===== config.mk =====
export PLATFORM = sky130hd
export DESIGN_NAME = serial_line_command_decoder
export DESIGN_NICKNAME = d
export VERILOG_FILES = /design/src/design/slcd_pkg.sv /design/src/design/serial_line_command_decoder.sv /design/src/design/slcd_ram.sv
export SDC_FILE = /design/constraint.sdc
export NUM_CORES = 1
export LEC_CHECK = 0
export ABC_AREA = 1
export BUFFER_PORTS_ARGS = -buffer_cell sky130_fd_sc_hd__buf_2
export CAP_MARGIN = 10
export CORE_MARGIN = 3
export CORE_UTILIZATION = 30
export CTS_CLUSTER_SIZE = 16
export DETAILED_ROUTE_END_ITERATION = 12
export PLACE_DENSITY = 0.48
export SKIP_LAST_GASP = 1
export SYNTH_ARGS = -nofsm -noshare
export SYNTH_HDL_FRONTEND = slang
export SYNTH_HIERARCHICAL = 1
export SYNTH_SLANG_ARGS = --single-unit

===== constraint.sdc =====
create_clock -name clk -period 4.6 [get_ports clk]
set_input_delay 0.92 -clock clk [delete_from_list [all_inputs] [get_ports clk]]
set_output_delay 0.92 -clock clk [all_outputs]
set_load 0.05 [all_outputs]

===== src/design/slcd_pkg.sv =====
`default_nettype none
// ----------------------------------------------------------------------------
// slcd_pkg
// Shared constants and the keyword compare for the serial line command decoder.
// ----------------------------------------------------------------------------
package slcd_pkg;

	localparam int LINE_LENGTH = 32;
	localparam int FILL_W      = $clog2(LINE_LENGTH + 1);
	localparam int ADDR_W      = $clog2(LINE_LENGTH);

	localparam logic [7:0] CH_CR  = 8'h0d;
	localparam logic [7:0] CH_LF  = 8'h0a;
	localparam logic [7:0] CH_BS  = 8'h7f;
	localparam logic [7:0] CH_SP  = 8'h20;
	localparam logic [7:0] CH_NUL = 8'h00;

	localparam int KW_CHARS = 5;

	localparam logic [8*KW_CHARS-1:0] KW_DEBUG = "debug";
	localparam logic [8*KW_CHARS-1:0] KW_RELAY = "relay";
	localparam logic [8*KW_CHARS-1:0] KW_PWM   = {"pwm", 16'h0000};
	localparam logic [8*KW_CHARS-1:0] KW_ON    = {"on", 24'h000000};
	localparam logic [8*KW_CHARS-1:0] KW_OFF   = {"off", 16'h0000};

	localparam logic [2:0] LEN_DEBUG = 3'd5;
	localparam logic [2:0] LEN_RELAY = 3'd5;
	localparam logic [2:0] LEN_PWM   = 3'd3;
	localparam logic [2:0] LEN_ON    = 3'd2;
	localparam logic [2:0] LEN_OFF   = 3'd3;

	// True when c equals the keyword character at position pos.
	function automatic logic kw_hit(
		input logic [8*KW_CHARS-1:0] kw,
		input logic [2:0]            kw_len,
		input logic [2:0]            pos,
		input logic [7:0]            c
	);
		logic [7:0] k;
		k = CH_NUL;
		for (int j = 0; j < KW_CHARS; j++) begin
			if (3'(j) == pos) begin
				k = kw[8*(KW_CHARS-1-j) +: 8];
			end
		end
		return (pos < kw_len) && (c == k);
	endfunction

endpackage

`default_nettype wire


===== src/design/serial_line_command_decoder.sv =====
`default_nettype none
// ----------------------------------------------------------------------------
// serial_line_command_decoder
// Collects received bytes into a line and runs "debug", "relay" and "pwm"
// on/off commands at each line end.
//
// Input channel: one rx_byte word per in_valid/in_ready handshake. Output
// channel: one result word per input word, carrying the debug flag, the
// relay and pwm enable levels, and line_executed for a byte that ended a line.
// A stored byte or a backspace goes straight to the emit state. A line
// end (CR, LF, or the byte that fills the 32-byte store) scans the store one
// byte per cycle through the RAM read port and one comparator per keyword,
// and the scan stops early at the first NUL byte that it reads.
// in_ready is high only while the block is idle. A result waits in the output
// register until out_ready; the block accepts the next byte meanwhile and
// holds its own result until the register frees.
// Reset clears the fill count, the flags and both pins; the store itself is
// never cleared, since only entries below the fill count are read.
// ----------------------------------------------------------------------------
module serial_line_command_decoder
	import slcd_pkg::*;
(
	input  wire logic       clk,
	input  wire logic       arst_n,
	input  wire logic       in_valid,
	output logic            in_ready,
	input  wire logic [7:0] rx_byte,
	output logic            out_valid,
	input  wire logic       out_ready,
	output logic            debug_on,
	output logic            relay_on,
	output logic            pwm_enable_on,
	output logic            line_executed
);

	typedef enum logic [1:0] {
		ST_IDLE,
		ST_SCAN,
		ST_APPLY,
		ST_EMIT
	} state_t;

	typedef enum logic [2:0] {
		PH_LEAD,
		PH_W1,
		PH_GAP,
		PH_W2,
		PH_TAIL
	} phase_t;

	state_t              state_q;
	phase_t              phase_q;
	logic [FILL_W-1:0]   fill_q;
	logic [FILL_W-1:0]   end_q;
	logic [FILL_W-1:0]   idx_q;
	logic                rd_valid_s1;
	logic                stop_q;
	logic [2:0]          wlen_q;
	logic [2:0]          m1_q;
	logic [1:0]          m2_q;
	logic [2:0]          cmd_q;
	logic                have_w2_q;
	logic                debug_q;
	logic                relay_q;
	logic                pwm_q;
	logic                exec_q;

	logic                accept;
	logic                is_eol;
	logic                is_bs;
	logic                ram_we;
	logic [7:0]          rd_data;
	logic                proc;
	logic                is_sp;
	logic                zero_now;
	logic                issue;
	logic                scan_done;
	logic [2:0]          wlen_inc;
	logic                on_hit;
	logic                off_hit;
	logic                arg_ok;
	logic                emit;

	assign in_ready  = (state_q == ST_IDLE);
	assign accept    = in_valid && in_ready;
	assign is_eol    = (rx_byte == CH_CR) || (rx_byte == CH_LF);
	assign is_bs     = (rx_byte == CH_BS);
	assign ram_we    = accept && !is_eol && !is_bs;

	slcd_ram #(
		.WIDTH (8),
		.DEPTH (LINE_LENGTH)
	) u_store (
		.clk   (clk),
		.we    (ram_we),
		.waddr (fill_q[ADDR_W-1:0]),
		.wdata (rx_byte),
		.raddr (idx_q[ADDR_W-1:0]),
		.rdata (rd_data)
	);

	assign proc      = rd_valid_s1 && !stop_q;
	assign is_sp     = (rd_data == CH_SP);
	assign zero_now  = proc && (rd_data == CH_NUL);
	assign issue     = (state_q == ST_SCAN) && !stop_q && !zero_now && (idx_q != end_q);
	assign scan_done = !rd_valid_s1 && (stop_q || (idx_q == end_q));
	assign wlen_inc  = (wlen_q == 3'd7) ? wlen_q : wlen_q + 3'd1;
	assign on_hit    = m2_q[0] && (wlen_q == LEN_ON);
	assign off_hit   = m2_q[1] && (wlen_q == LEN_OFF);
	assign arg_ok    = have_w2_q && (on_hit || off_hit);
	assign emit      = (state_q == ST_EMIT) && (!out_valid || out_ready);

	always_ff @(posedge clk or negedge arst_n) begin
		if (!arst_n) begin
			state_q       <= ST_IDLE;
			phase_q       <= PH_LEAD;
			fill_q        <= '0;
			end_q         <= '0;
			idx_q         <= '0;
			rd_valid_s1   <= 1'b0;
			stop_q        <= 1'b0;
			wlen_q        <= '0;
			m1_q          <= '0;
			m2_q          <= '0;
			cmd_q         <= '0;
			have_w2_q     <= 1'b0;
			debug_q       <= 1'b0;
			relay_q       <= 1'b0;
			pwm_q         <= 1'b0;
			exec_q        <= 1'b0;
			out_valid     <= 1'b0;
			debug_on      <= 1'b0;
			relay_on      <= 1'b0;
			pwm_enable_on <= 1'b0;
			line_executed <= 1'b0;
		end else begin
			if (emit) begin
				out_valid <= 1'b1;
			end else if (out_ready) begin
				out_valid <= 1'b0;
			end
			case (state_q)
				ST_IDLE: begin
					if (in_valid) begin
						exec_q      <= 1'b0;
						idx_q       <= '0;
						rd_valid_s1 <= 1'b0;
						stop_q      <= 1'b0;
						phase_q     <= PH_LEAD;
						have_w2_q   <= 1'b0;
						cmd_q       <= '0;
						if (is_eol) begin
							end_q   <= fill_q;
							state_q <= ST_SCAN;
						end else if (is_bs) begin
							if (fill_q != '0) begin
								fill_q <= fill_q - FILL_W'(1);
							end
							state_q <= ST_EMIT;
						end else begin
							fill_q <= fill_q + FILL_W'(1);
							if (fill_q == FILL_W'(LINE_LENGTH - 1)) begin
								end_q   <= FILL_W'(LINE_LENGTH);
								state_q <= ST_SCAN;
							end else begin
								state_q <= ST_EMIT;
							end
						end
					end
				end
				ST_SCAN: begin
					rd_valid_s1 <= issue;
					if (issue) begin
						idx_q <= idx_q + FILL_W'(1);
					end
					if (zero_now) begin
						stop_q <= 1'b1;
					end else if (proc) begin
						case (phase_q)
							PH_LEAD: begin
								if (!is_sp) begin
									phase_q <= PH_W1;
									wlen_q  <= 3'd1;
									m1_q    <= {kw_hit(KW_PWM, LEN_PWM, 3'd0, rd_data),
										kw_hit(KW_RELAY, LEN_RELAY, 3'd0, rd_data),
										kw_hit(KW_DEBUG, LEN_DEBUG, 3'd0, rd_data)};
								end
							end
							PH_W1: begin
								if (is_sp) begin
									phase_q <= PH_GAP;
									cmd_q   <= {m1_q[2] && (wlen_q == LEN_PWM),
										m1_q[1] && (wlen_q == LEN_RELAY),
										m1_q[0] && (wlen_q == LEN_DEBUG)};
								end else begin
									wlen_q <= wlen_inc;
									m1_q   <= m1_q & {kw_hit(KW_PWM, LEN_PWM, wlen_q, rd_data),
										kw_hit(KW_RELAY, LEN_RELAY, wlen_q, rd_data),
										kw_hit(KW_DEBUG, LEN_DEBUG, wlen_q, rd_data)};
								end
							end
							PH_GAP: begin
								if (!is_sp) begin
									phase_q   <= PH_W2;
									have_w2_q <= 1'b1;
									wlen_q    <= 3'd1;
									m2_q      <= {kw_hit(KW_OFF, LEN_OFF, 3'd0, rd_data),
										kw_hit(KW_ON, LEN_ON, 3'd0, rd_data)};
								end
							end
							PH_W2: begin
								if (is_sp) begin
									phase_q <= PH_TAIL;
								end else begin
									wlen_q <= wlen_inc;
									m2_q   <= m2_q & {kw_hit(KW_OFF, LEN_OFF, wlen_q, rd_data),
										kw_hit(KW_ON, LEN_ON, wlen_q, rd_data)};
								end
							end
							default: begin
							end
						endcase
					end
					if (scan_done) begin
						state_q <= ST_APPLY;
					end
				end
				ST_APPLY: begin
					if (arg_ok) begin
						if (cmd_q[0]) begin
							debug_q <= on_hit;
						end else if (cmd_q[1] && debug_q) begin
							relay_q <= on_hit;
						end else if (cmd_q[2] && debug_q) begin
							pwm_q <= on_hit;
						end
					end
					fill_q  <= '0;
					exec_q  <= 1'b1;
					state_q <= ST_EMIT;
				end
				ST_EMIT: begin
					if (emit) begin
						debug_on      <= debug_q;
						relay_on      <= relay_q;
						pwm_enable_on <= pwm_q;
						line_executed <= exec_q;
						state_q       <= ST_IDLE;
					end
				end
				default: begin
					state_q <= ST_IDLE;
				end
			endcase
		end
	end

endmodule

`default_nettype wire


===== src/design/slcd_ram.sv =====
`default_nettype none
// ----------------------------------------------------------------------------
// slcd_ram
// Generic single write port, single read port RAM with registered read data.
// ----------------------------------------------------------------------------
module slcd_ram #(
	parameter int WIDTH = 8,
	parameter int DEPTH = 32
) (
	input  wire logic                     clk,
	input  wire logic                     we,
	input  wire logic [$clog2(DEPTH)-1:0] waddr,
	input  wire logic [WIDTH-1:0]         wdata,
	input  wire logic [$clog2(DEPTH)-1:0] raddr,
	output logic      [WIDTH-1:0]         rdata
);

	logic [WIDTH-1:0] mem_q [DEPTH];

	always_ff @(posedge clk) begin
		if (we) begin
			mem_q[waddr] <= wdata;
		end
		rdata <= mem_q[raddr];
	end

endmodule

`default_nettype wire


# After elaboration in Yosys (flattened, before gate mapping)
# Memory sizes are Yosys's and may differ from the RTL's. A register that Yosys moved wholly into a read port is not among the register bits.
# Index checks and enable logic that the tools add are counted.
dict set report totals {
  regBits 46
  ramBits 256
  input_bits 12
  mem_count 1
}
dict set report op_classes {
  addsub 4
  magnitude_cmp 3
  n_eq_ne 56
  muxes 124
  n_bitwise 5
  n_reduce_logical 64
}
# memory depth width read_ports rd_ports_with_merged_regs wr line_no
set mem_list {}
lappend mem_list {u_store.mem_q 32 8 1 1 1 slcd_ram.sv:18} ;# logic [WIDTH-1:0] mem_q [DEPTH];
# cell n
set ops {}
lappend ops {{two-way mux 8 bit} 65}
lappend ops {{equality test 8 bit} 9}
lappend ops {{two-way mux 6 bit} 9}
lappend ops {{two-way mux 3 bit} 15}
lappend ops {{inequality test 2 bit, second input constant} 18}
lappend ops {{two-way mux 7 bit} 4}
lappend ops {{one-hot mux 3 bit (2 select lines)} 4}
lappend ops {{one-hot mux 6 bit (2 select lines)} 2}
lappend ops {{AND reduction 6 bit} 4}
lappend ops {{logical AND 1 bit} 23}
lappend ops {{equality test 8 x 4 -> 1 bit, second input constant} 2}
lappend ops {{two-way mux 2 bit} 8}
lappend ops {{nonzero test 2 bit} 7}
lappend ops {{adder 6 x 1 -> 6 bit, second input constant} 2}
lappend ops {{equality test 3 x 2 -> 1 bit, second input constant} 4}
lappend ops {{inequality test 3 bit, second input constant} 4}
lappend ops {{one-hot mux 3 bit (4 select lines)} 1}
lappend ops {{AND reduction 3 bit} 4}
lappend ops {{AND reduction 4 bit} 3}
lappend ops {{two-way mux 1 bit} 10}
lappend ops {{AND reduction 9 bit} 1}
lappend ops {{equality test 8 x 6 -> 1 bit, second input constant} 1}
lappend ops {{equality test 8 x 7 -> 1 bit, second input constant} 1}
lappend ops {{logical NOT 8 bit} 1}
lappend ops {{other kinds (32)} 54}

# Depth between registers and ports, before layout
# Gate-level depths: netlist of run 1.
dict set report depth {
  ltp_word 16
  mapped_depth 13
  ltp_nobuf 13
}

# Hierarchy
# Netlist of run 1, hierarchy kept.
# mod n_inst cells_each area_each_um2
set modules_own_cells {}
lappend modules_own_cells {slcd_ram 1 922 10786.6}
lappend modules_own_cells {serial_line_command_decoder 1 502 3374.5}

# Worst setup path after synthesis of run 1
# No wires, ideal clock.
dict set report synth_timing {
  path_kind {register -> register}
  startpoint {register state_q[0]}
  endpoint {memory u_store.mem_q[11][0] (enable)}
  setup_ps 370
  t_arrival_ps 2259
  slack_ps 1971
  stages_incl_launch_ff 9
  path_cell_list {dfrtp_1 -> inv_1 -> ha_1 -> nand2_1 -> inv_1 -> nand2_1 -> nor2_1 -> nand3_1 -> nor2_1}
}
dict set report synth_via {
  elab_chain_cells 6
}
# item line_no
set synth_rtl {}
lappend synth_rtl {{start, declared} serial_line_command_decoder.sv:51} ;# state_t state_q;
lappend synth_rtl {{start signal, assigned} serial_line_command_decoder.sv:115} ;# state_q <= ST_IDLE;
lappend synth_rtl {{start signal, assigned} serial_line_command_decoder.sv:154} ;# state_q <= ST_SCAN;
lappend synth_rtl {{start signal, assigned} serial_line_command_decoder.sv:159} ;# state_q <= ST_EMIT;
lappend synth_rtl {{logical NOT 2 bit} serial_line_command_decoder.sv:84} ;# assign in_ready = (state_q == ST_IDLE);
lappend synth_rtl {{named net in_ready} serial_line_command_decoder.sv:26} ;# output logic in_ready,
lappend synth_rtl {{logical AND 1 bit} serial_line_command_decoder.sv:85} ;# assign accept = in_valid && in_ready;
lappend synth_rtl {{logical AND 1 bit (2 in series)} serial_line_command_decoder.sv:88} ;# assign ram_we = accept && !is_eol && !is_bs;
lappend synth_rtl {{named net ram_we} serial_line_command_decoder.sv:71} ;# logic ram_we;
lappend synth_rtl {{two-way mux 1 bit} slcd_ram.sv:21} ;# if (we) begin
lappend synth_rtl {{two-way mux 1 bit (not written as such)} slcd_ram.sv:22} ;# mem_q[waddr] <= wdata;
lappend synth_rtl {{end, declared} slcd_ram.sv:18}
# The timed path passes the listed nets, and every way through them passes these cells.

# Worst setup path in the final report of run 1
dict set report layout_timing {
  startpoint {register state_q[1]}
  endpoint {memory u_store.mem_q[2][0] (enable)}
}
dict set report layout_via {
  elab_chain_cells 6
}
# item line_no
set layout_rtl {}
lappend layout_rtl {{logical NOT 2 bit} serial_line_command_decoder.sv:84}
lappend layout_rtl {{logical AND 1 bit} serial_line_command_decoder.sv:85}
lappend layout_rtl {{logical AND 1 bit (2 in series)} serial_line_command_decoder.sv:88}
lappend layout_rtl {{named net ram_we} serial_line_command_decoder.sv:71}
lappend layout_rtl {{two-way mux 1 bit} slcd_ram.sv:21}
lappend layout_rtl {{two-way mux 1 bit (not written as such)} slcd_ram.sv:22}
# The timed path passes the listed nets, and every way through them passes these cells.

==> impl_metrics.env, run 1 <==
export IMPL_crit_fanout=8
export IMPL_cts_sinks=310
export IMPL_synthCells=1424
export IMPL_setup_viol=0
export IMPL_dr_total_vias=10004
export IMPL_yosys_top_cells_area="edfxtp_1 54%, nand2_1 14%, nand3_1 8.9%"
export IMPL_drt_total_wl_um=38400
export IMPL_final_util=0.351
export IMPL_worstMarginPinSlew_ps=1220
export IMPL_power_density_nw_per_um2=573
export IMPL_wire_per_inst_um=18.3
export IMPL_worst_path_max_delay_cell="nor2_1"
export IMPL_final_setup_tns_ps=0
export IMPL_die_h_um=223
export IMPL_synth_edf_count=256
export IMPL_crit_arrival_ps=2990
export IMPL_worst_setup_path_end_kind="register"
export IMPL_rr_worst_depth=9
export IMPL_grt_overflow=0
export IMPL_die_w_um=223
export IMPL_finalNetCount=1496
export IMPL_layout_commonest_cell="nand2_1"
export IMPL_hold_viol=0
export IMPL_ctsHoldBuffers=0
export IMPL_cts_root_buf="clkbuf_16"
export IMPL_drt_pass1_iter_count=5
export IMPL_ios=18
export IMPL_power_mw=9.25
export IMPL_r2r_start="state_q[1]$_DFFE_PN0P_"
export IMPL_cts_resized=0
export IMPL_hpwl_um=25000
export IMPL_p_leak_nw=6.39
export IMPL_critPathKind="reg2reg"
export IMPL_synth_top_flop_cell="edfxtp_1"
export IMPL_async_reset_ff_frac=0.148
export IMPL_layout_min_cycle_time_ps=2830
export IMPL_min_period_over_period=0.616
export IMPL_skew_ps=11.3
export IMPL_synthSimpleGateAreaFrac=0.270
export IMPL_via_per_inst=4.77
export IMPL_place_area_um2=14900
export IMPL_syn_to_final_growth_pct=13.9
export IMPL_startpoint_type="register"
export IMPL_core_um2=46000
export IMPL_r2r_end="u_store/mem_q[2][0]$_DFFE_PP_"
export IMPL_initial_core_util=0.308
export IMPL_ys_types=39
export IMPL_yosysWarningCount=6
export IMPL_drc=0
export IMPL_post_synth_top_area_cell="edfxtp_1"
export IMPL_first_global_vias=9831
export IMPL_cts_tree="built"
export IMPL_slew_violations=0
export IMPL_synth_top_family_by_area="simple AND/OR/NAND/NOR gates"
export IMPL_die_area_um2=49800
export IMPL_ys_ff_latch=310
export IMPL_final_cell_area_um2=16100
export IMPL_crit_family="simple AND/OR/NAND/NOR gates"
export IMPL_drtIter0Drc=676
export IMPL_grt_pass1_wl_um=58700
export IMPL_worst_path_buf_inv=3
export IMPL_path_cells="inv_1, ha_1, nand2_1, inv_1, nand2_1, nor2_1, nand3_1, buf_4, nor2_1"
export IMPL_clk_pin_slew_ps=60
export IMPL_max_freq_mhz=353
export IMPL_rows=78
export IMPL_antenna_cells=0
export IMPL_post_cts_buffers=0
export IMPL_syn_area_um2=14200
export IMPL_ir_drop_mv=0.322
export IMPL_numPortBuffers=17
export IMPL_min_path_type="in2async"
export IMPL_gp_congestion=0.844
export IMPL_clock_path_buffers=3
export IMPL_slew_headroom=0.183
export IMPL_synth_xor_area_frac=0.00495
export IMPL_yosysTopAreaCellShare=0.543
export IMPL_grt_max_degree=98
export IMPL_synthAdderAreaFrac=0.0147
export IMPL_grt_usage=0.153
export IMPL_rsz0062_at_grt="false"
export IMPL_seq_area_frac_synth=0.635
export IMPL_syn_num_nets=1452
export IMPL_htree_levels=2
export IMPL_reg2reg_slack_ps=1770
export IMPL_clk_latency_ps=530
export IMPL_postRouteAntennaNets=0
export IMPL_antenna_found_initial=0
export IMPL_critPathMaxStageDelay_ps=530
export IMPL_avgSynthCellArea_um2=9.94
export IMPL_numCtsBuffers=36
export IMPL_final_cell_mix="521 x nand2_1, 256 x edfxtp_1, 251 x nand3_1"
export IMPL_drive_above_1_share=0.0969
export IMPL_synth_compound_area_share=0.0236
export IMPL_drv_cap=0
export IMPL_synthMuxAreaShare=0.00239
export IMPL_status="complete, no violations"
export IMPL_cp_required_ps=4760
## power by group
part	internal (mW)	switching [mW]
combinational	0.822	2.05
clock	1.80	1.14
sequential	3.19	0.249
total	5.81	3.44
## stage by stage
stage	cells	hold slack [ps]	worst slack (ps)
6_report	2096	393	1770
5_1_grt	2096	435	1520
4_1_cts	2096	396	1750
3_5_place_dp	2030	466	1240
3_3_place_gp	2030	465	1280
2_1_floorplan	1424	442	1970
## per-layer routing
| layer | vias up | track usage | part of all wire |
|---|---|---|---|
| li1 | 4936 | - | - |
| met1 | 4787 | 0.203 | 0.45 |
| met2 | 218 | 0.254 | 0.48 |
| met3 | 63 | 0.0212 | 0.041 |
| met4 | 0 | 0.0562 | 0.032 |
| met5 | - | 0 | 0 |
## state kept, by name, summed over array words and instances (netlist names), 2 cells and up
name	cells
u_store/mem_q	256
u_store/rdata	8
end_q	6
fill_q	6
idx_q	6
cmd_q	3
m1_q	3
phase_q	3
wlen_q	3
m2_q	2
state_q	2
## logic make-up after synthesis
| group | count (synthesis) |
|---|---|
| and+or+nand+nor | 899 |
| DFF | 310 |
| buffers and inverters | 127 |
| AOI/OAI and AO/OA | 61 |
| adders and majority gates | 16 |
| xor gates and xnor gates | 8 |
| muxes | 3 |
## how the worst max path moves through the flow
stage	depth (start not counted)	slack (ps)	endpoint	from
detailed placement	9	1240	u_store/mem_q[2][2]$_DFFE_PP_	rx_byte[0]
floorplan	8	1970	u_store/mem_q[11][0]$_DFFE_PP_	state_q[0]$_DFFE_PN0P_
global placement	9	1280	u_store/mem_q[21][2]$_DFFE_PP_	rx_byte[0]
CTS	9	1750	u_store/mem_q[2][0]$_DFFE_PP_	state_q[0]$_DFFE_PN0P_
finish	9	1770	u_store/mem_q[2][0]$_DFFE_PP_	state_q[1]$_DFFE_PN0P_
global route	9	1520	u_store/mem_q[2][0]$_DFFE_PP_	state_q[0]$_DFFE_PN0P_
## area by class of cell
class,count,area [um^2]
Tap cell,600,751
Sequential cell,310,9000
Clock buffer,45,976
Multi-Input combinational cell,987,4460
Inverter,71,272
Fill cell,4642,29800
Timing Repair Buffer,62,423
Clock inverter,21,244
## synthesized netlist by cell type (2+ instances only)
cell      instances
ha_1             15
buf_1             2
nand3_2           4
nand3b_1          5
nand2_2           3
xor2_1            6
o21ai_1           5
edfxtp_1        256
nor2_1           85
buf_4             5
nand3_1         251
buf_2            17
nand2_1         521
xnor2_1           2
dfrtp_1          46
mux2_2            3
a21oi_1          17
inv_2             7
or2_2             2
o31ai_1           2
clkbuf_1          8
nand4_1          14
nor2_2            2
dfxtp_1           8
nor3_1            7
inv_1            63
o21ai_0          31
nor4_1            3
buf_6            24
Note: power is estimated with default switching activity, not from simulation.
==> inputs of run 2 (changes only) <==
--- a/config.mk
+++ b/config.mk
@@ -5,14 +5,14 @@
 export SDC_FILE = /design/constraint.sdc
 export NUM_CORES = 1
 export LEC_CHECK = 0
-export ABC_AREA = 1
+export ABC_AREA = 0
 export BUFFER_PORTS_ARGS = -buffer_cell sky130_fd_sc_hd__buf_2
 export CAP_MARGIN = 10
 export CORE_MARGIN = 3
 export CORE_UTILIZATION = 30
 export CTS_CLUSTER_SIZE = 16
 export DETAILED_ROUTE_END_ITERATION = 12
-export PLACE_DENSITY = 0.48
+export PLACE_DENSITY = 0.49
 export SKIP_LAST_GASP = 1
 export SYNTH_ARGS = -nofsm -noshare
 export SYNTH_HDL_FRONTEND = slang
==> constraint.sdc (replaced) <==
create_clock -name clk -period 2.5 [get_ports clk]
set_input_delay 0.5 -clock clk [delete_from_list [all_inputs] [get_ports clk]]
set_output_delay 0.5 -clock clk [all_outputs]
set_load 0.05 [all_outputs]
==> impl_metrics.env, run 2 <==
export IMPL_status="complete, no violations"
export IMPL_cts_tree="built"
export IMPL_drt_total_wl_um=32400
export IMPL_cp_required_ps=2890
export IMPL_rr_worst_depth=4
export IMPL_min_path_type="in2async"
export IMPL_ios=18
export IMPL_final_util=0.368
export IMPL_post_synth_top_area_cell="edfxtp_1"
export IMPL_p_leak_nw=5.40
export IMPL_crit_family="multiplexers"
export IMPL_synth_edf_count=256
export IMPL_r2r_start="idx_q[0]$_DFFE_PN0P_"
export IMPL_crit_cells=4
export IMPL_via_per_inst=4.84
export IMPL_register_area_um2=9000
export IMPL_layout_min_cycle_time_ps=2410
export IMPL_critPathKind="reg2reg"
export IMPL_worst_path_buf_inv=1
export IMPL_cts_root_buf="clkbuf_16"
export IMPL_switchingPower_mw=4.15
export IMPL_numPortBuffers=17
export IMPL_finalNetCount=913
export IMPL_dr_total_vias=7234
export IMPL_worstMarginPinSlew_ps=822
export IMPL_skew_ps=21.3
export IMPL_max_freq_mhz=416
export IMPL_yosys_top_cells_area="edfxtp_1 58%, mux4_2 14%, dfrtp_1 8.6%"
export IMPL_slew_headroom=0.450
export IMPL_hpwl_um=22200
export IMPL_setup_viol=0
export IMPL_dpl_cell_count=1431
export IMPL_postRouteAntennaNets=0
export IMPL_die_h_um=217
export IMPL_reg2reg_slack_ps=90
export IMPL_netlist_top_cells_count="256 x edfxtp_1, 80 x mux4_2, 63 x nor2_1, 46 x dfrtp_1, 30 x nand2_1"
export IMPL_synthCells=775
export IMPL_power_mw=14.2
export IMPL_grt_pass1_wl_um=49300
export IMPL_ys_types=68
export IMPL_layout_commonest_cell="edfxtp_1"
export IMPL_internal_power_mw=10.1
export IMPL_p_comb_frac=0.237
export IMPL_cts_sinks=310
export IMPL_rsz0062_at_grt="true"
export IMPL_min_period_over_period=0.963
export IMPL_final_cell_mix="256 x edfxtp_1, 80 x mux4_2, 75 x buf_4"
export IMPL_yosysWarningCount=6
export IMPL_r2r_end="u_store/rdata[0]$_DFF_P_"
export IMPL_whs_ps=28.3
export IMPL_rows=76
export IMPL_worst_path_max_delay_cell="dfrtp_4"
export IMPL_grt_max_degree=36
export IMPL_n_fill_cell=4098
export IMPL_largest_register="u_store/mem_q"
export IMPL_numCtsBuffers=34
export IMPL_hold_viol=0
export IMPL_drv_cap=0
export IMPL_power_density_nw_per_um2=890
export IMPL_ir_drop_mv=0.482
export IMPL_largest_register_ffs=256
export IMPL_multiInputGateArea_um2=4180
export IMPL_pwr_share_seq=0.431
export IMPL_reg_top3="u_store/mem_q: 256 flops, u_store/rdata: 8 flops"
export IMPL_crit_arrival_ps=2800
export IMPL_switching_share=0.292
export IMPL_die_area_um2=46900
export IMPL_first_global_vias=7420
export IMPL_grt_overflow=0
export IMPL_synth_most_common_cell="edfxtp_1"
export IMPL_die_w_um=217
export IMPL_synth_top_flop_cell="edfxtp_1"
export IMPL_syn_area_um2=13300
export IMPL_worst_setup_path_end_kind="register"
export IMPL_final_setup_tns_ps=0
export IMPL_grt_usage=0.140
export IMPL_p_clk_frac=0.332
export IMPL_clock_path_buffers=3
export IMPL_crit_fanout=13
export IMPL_syn_to_final_growth_pct=20.2
export IMPL_antenna_cells=0
export IMPL_slew_violations=0
export IMPL_core_um2=43500
export IMPL_avgSynthCellArea_um2=17.2
export IMPL_seq_area_frac_synth=0.676
export IMPL_drive_above_1_share=0.321
export IMPL_path_cells="buf_12, mux4_2, mux4_2, mux2_2"
export IMPL_wire_per_inst_um=21.7
export IMPL_clk_latency_ps=520
export IMPL_gp_congestion=0.810
export IMPL_drtIter0Drc=492
export IMPL_yosysTopAreaCellShare=0.577
export IMPL_syn_num_nets=803
export IMPL_instances_no_fill=1494
export IMPL_drt_pass1_iter_count=5
export IMPL_async_reset_ff_frac=0.148
export IMPL_drc=0
export IMPL_cpMostUsedCell="mux4_2"
export IMPL_htree_levels=2
export IMPL_initial_core_util=0.306
export IMPL_startpoint_type="register"
export IMPL_critPathMaxStageDelay_ps=630
export IMPL_clk_pin_slew_ps=60
export IMPL_critPathLaunch="idx_q[0]$_DFFE_PN0P_"
export IMPL_ys_ff_latch=310
export IMPL_antenna_found_initial=0
## run 2: cell count changes in the layout (fill, tap and decap cells not counted), sizes merged, moves of 7 or more
cell | previous run | this run
inv | 74 | 23
mux2 | 3 | 20
mux4 | 0 | 80
nor2 | 88 | 63
a22o | 1 | 10
nand3 | 255 | 18
o21ai | 38 | 11
mux2i | 0 | 13
buf | 62 | 108
nand2b | 0 | 7
nand2 | 524 | 30
## run 2: worst max path at each step
stage	to	slack [ps]
final	u_store/rdata[0]$_DFF_P_	90
after CTS	u_store/mem_q[9][2]$_DFFE_PP_	8
after global routing	u_store/mem_q[9][4]$_DFFE_PP_	-60
after detailed placement	u_store/mem_q[3][5]$_DFFE_PP_	-240
after floorplan	fill_q[5]$_DFFE_PN0P_	20
after global placement	u_store/mem_q[3][5]$_DFFE_PP_	-250
## run 2: power by group through the flow
stage                     sequential [mW]  clock, mW  combinational, mW
after floorplan                      6.17          0               2.15
after global placement               6.24          0               3.37
after detailed placement             6.25          0               3.38
after CTS                            6.14       4.86               3.39
after global routing                 6.18       5.08               3.66
final                                6.13       4.73               3.37
## run 2: per-stage QoR
stage          cell area (um^2)  setup slack [ps]
2_1_floorplan             13400              23.8
3_3_place_gp              14900              -246
3_5_place_dp              14900              -244
4_1_cts                   16000              8.35
5_1_grt                   16000             -63.2
6_report                  16000              93.6
## run 2: logic make-up after synthesis
family,synth area share
AOI/OAI and AO/OA,0.0413
buffers and inverters,0.0185
adders and majority gates,0.0156
muxes,0.162
xor gates and xnor gates,0.0105
and+or+nand+nor,0.0761
DFF,0.676
## run 2: cell type report
type,count,share of cell area
clock buffers,43,0.0566
multi-input cells,411,0.261
repair buffers,108,0.0605
inverters,20,0.00469
well taps,585,0.0457
flip-flops and latches,310,0.563
clock inverters,17,0.00884
## run 2: repair_timing
item | 4_1_cts | 5_1_grt
hold buffers | 0 | 0
setup buffers | 0 | 3
cloned | 0 | 0
resized for setup | 8 | 6
endpoints found under the setup margin | 60 | 168
## run 2: layer usage
metal | vias to the layer above | routed length, um | global-route usage | share of wire
met5 | - | 0 | 0 | 0
met4 | 0 | 672 | 0.0387 | 0.021
met3 | 42 | 919 | 0.0189 | 0.028
met2 | 119 | 15700 | 0.227 | 0.48
met1 | 3741 | 15200 | 0.198 | 0.47
li1 | 3332 | - | - | -
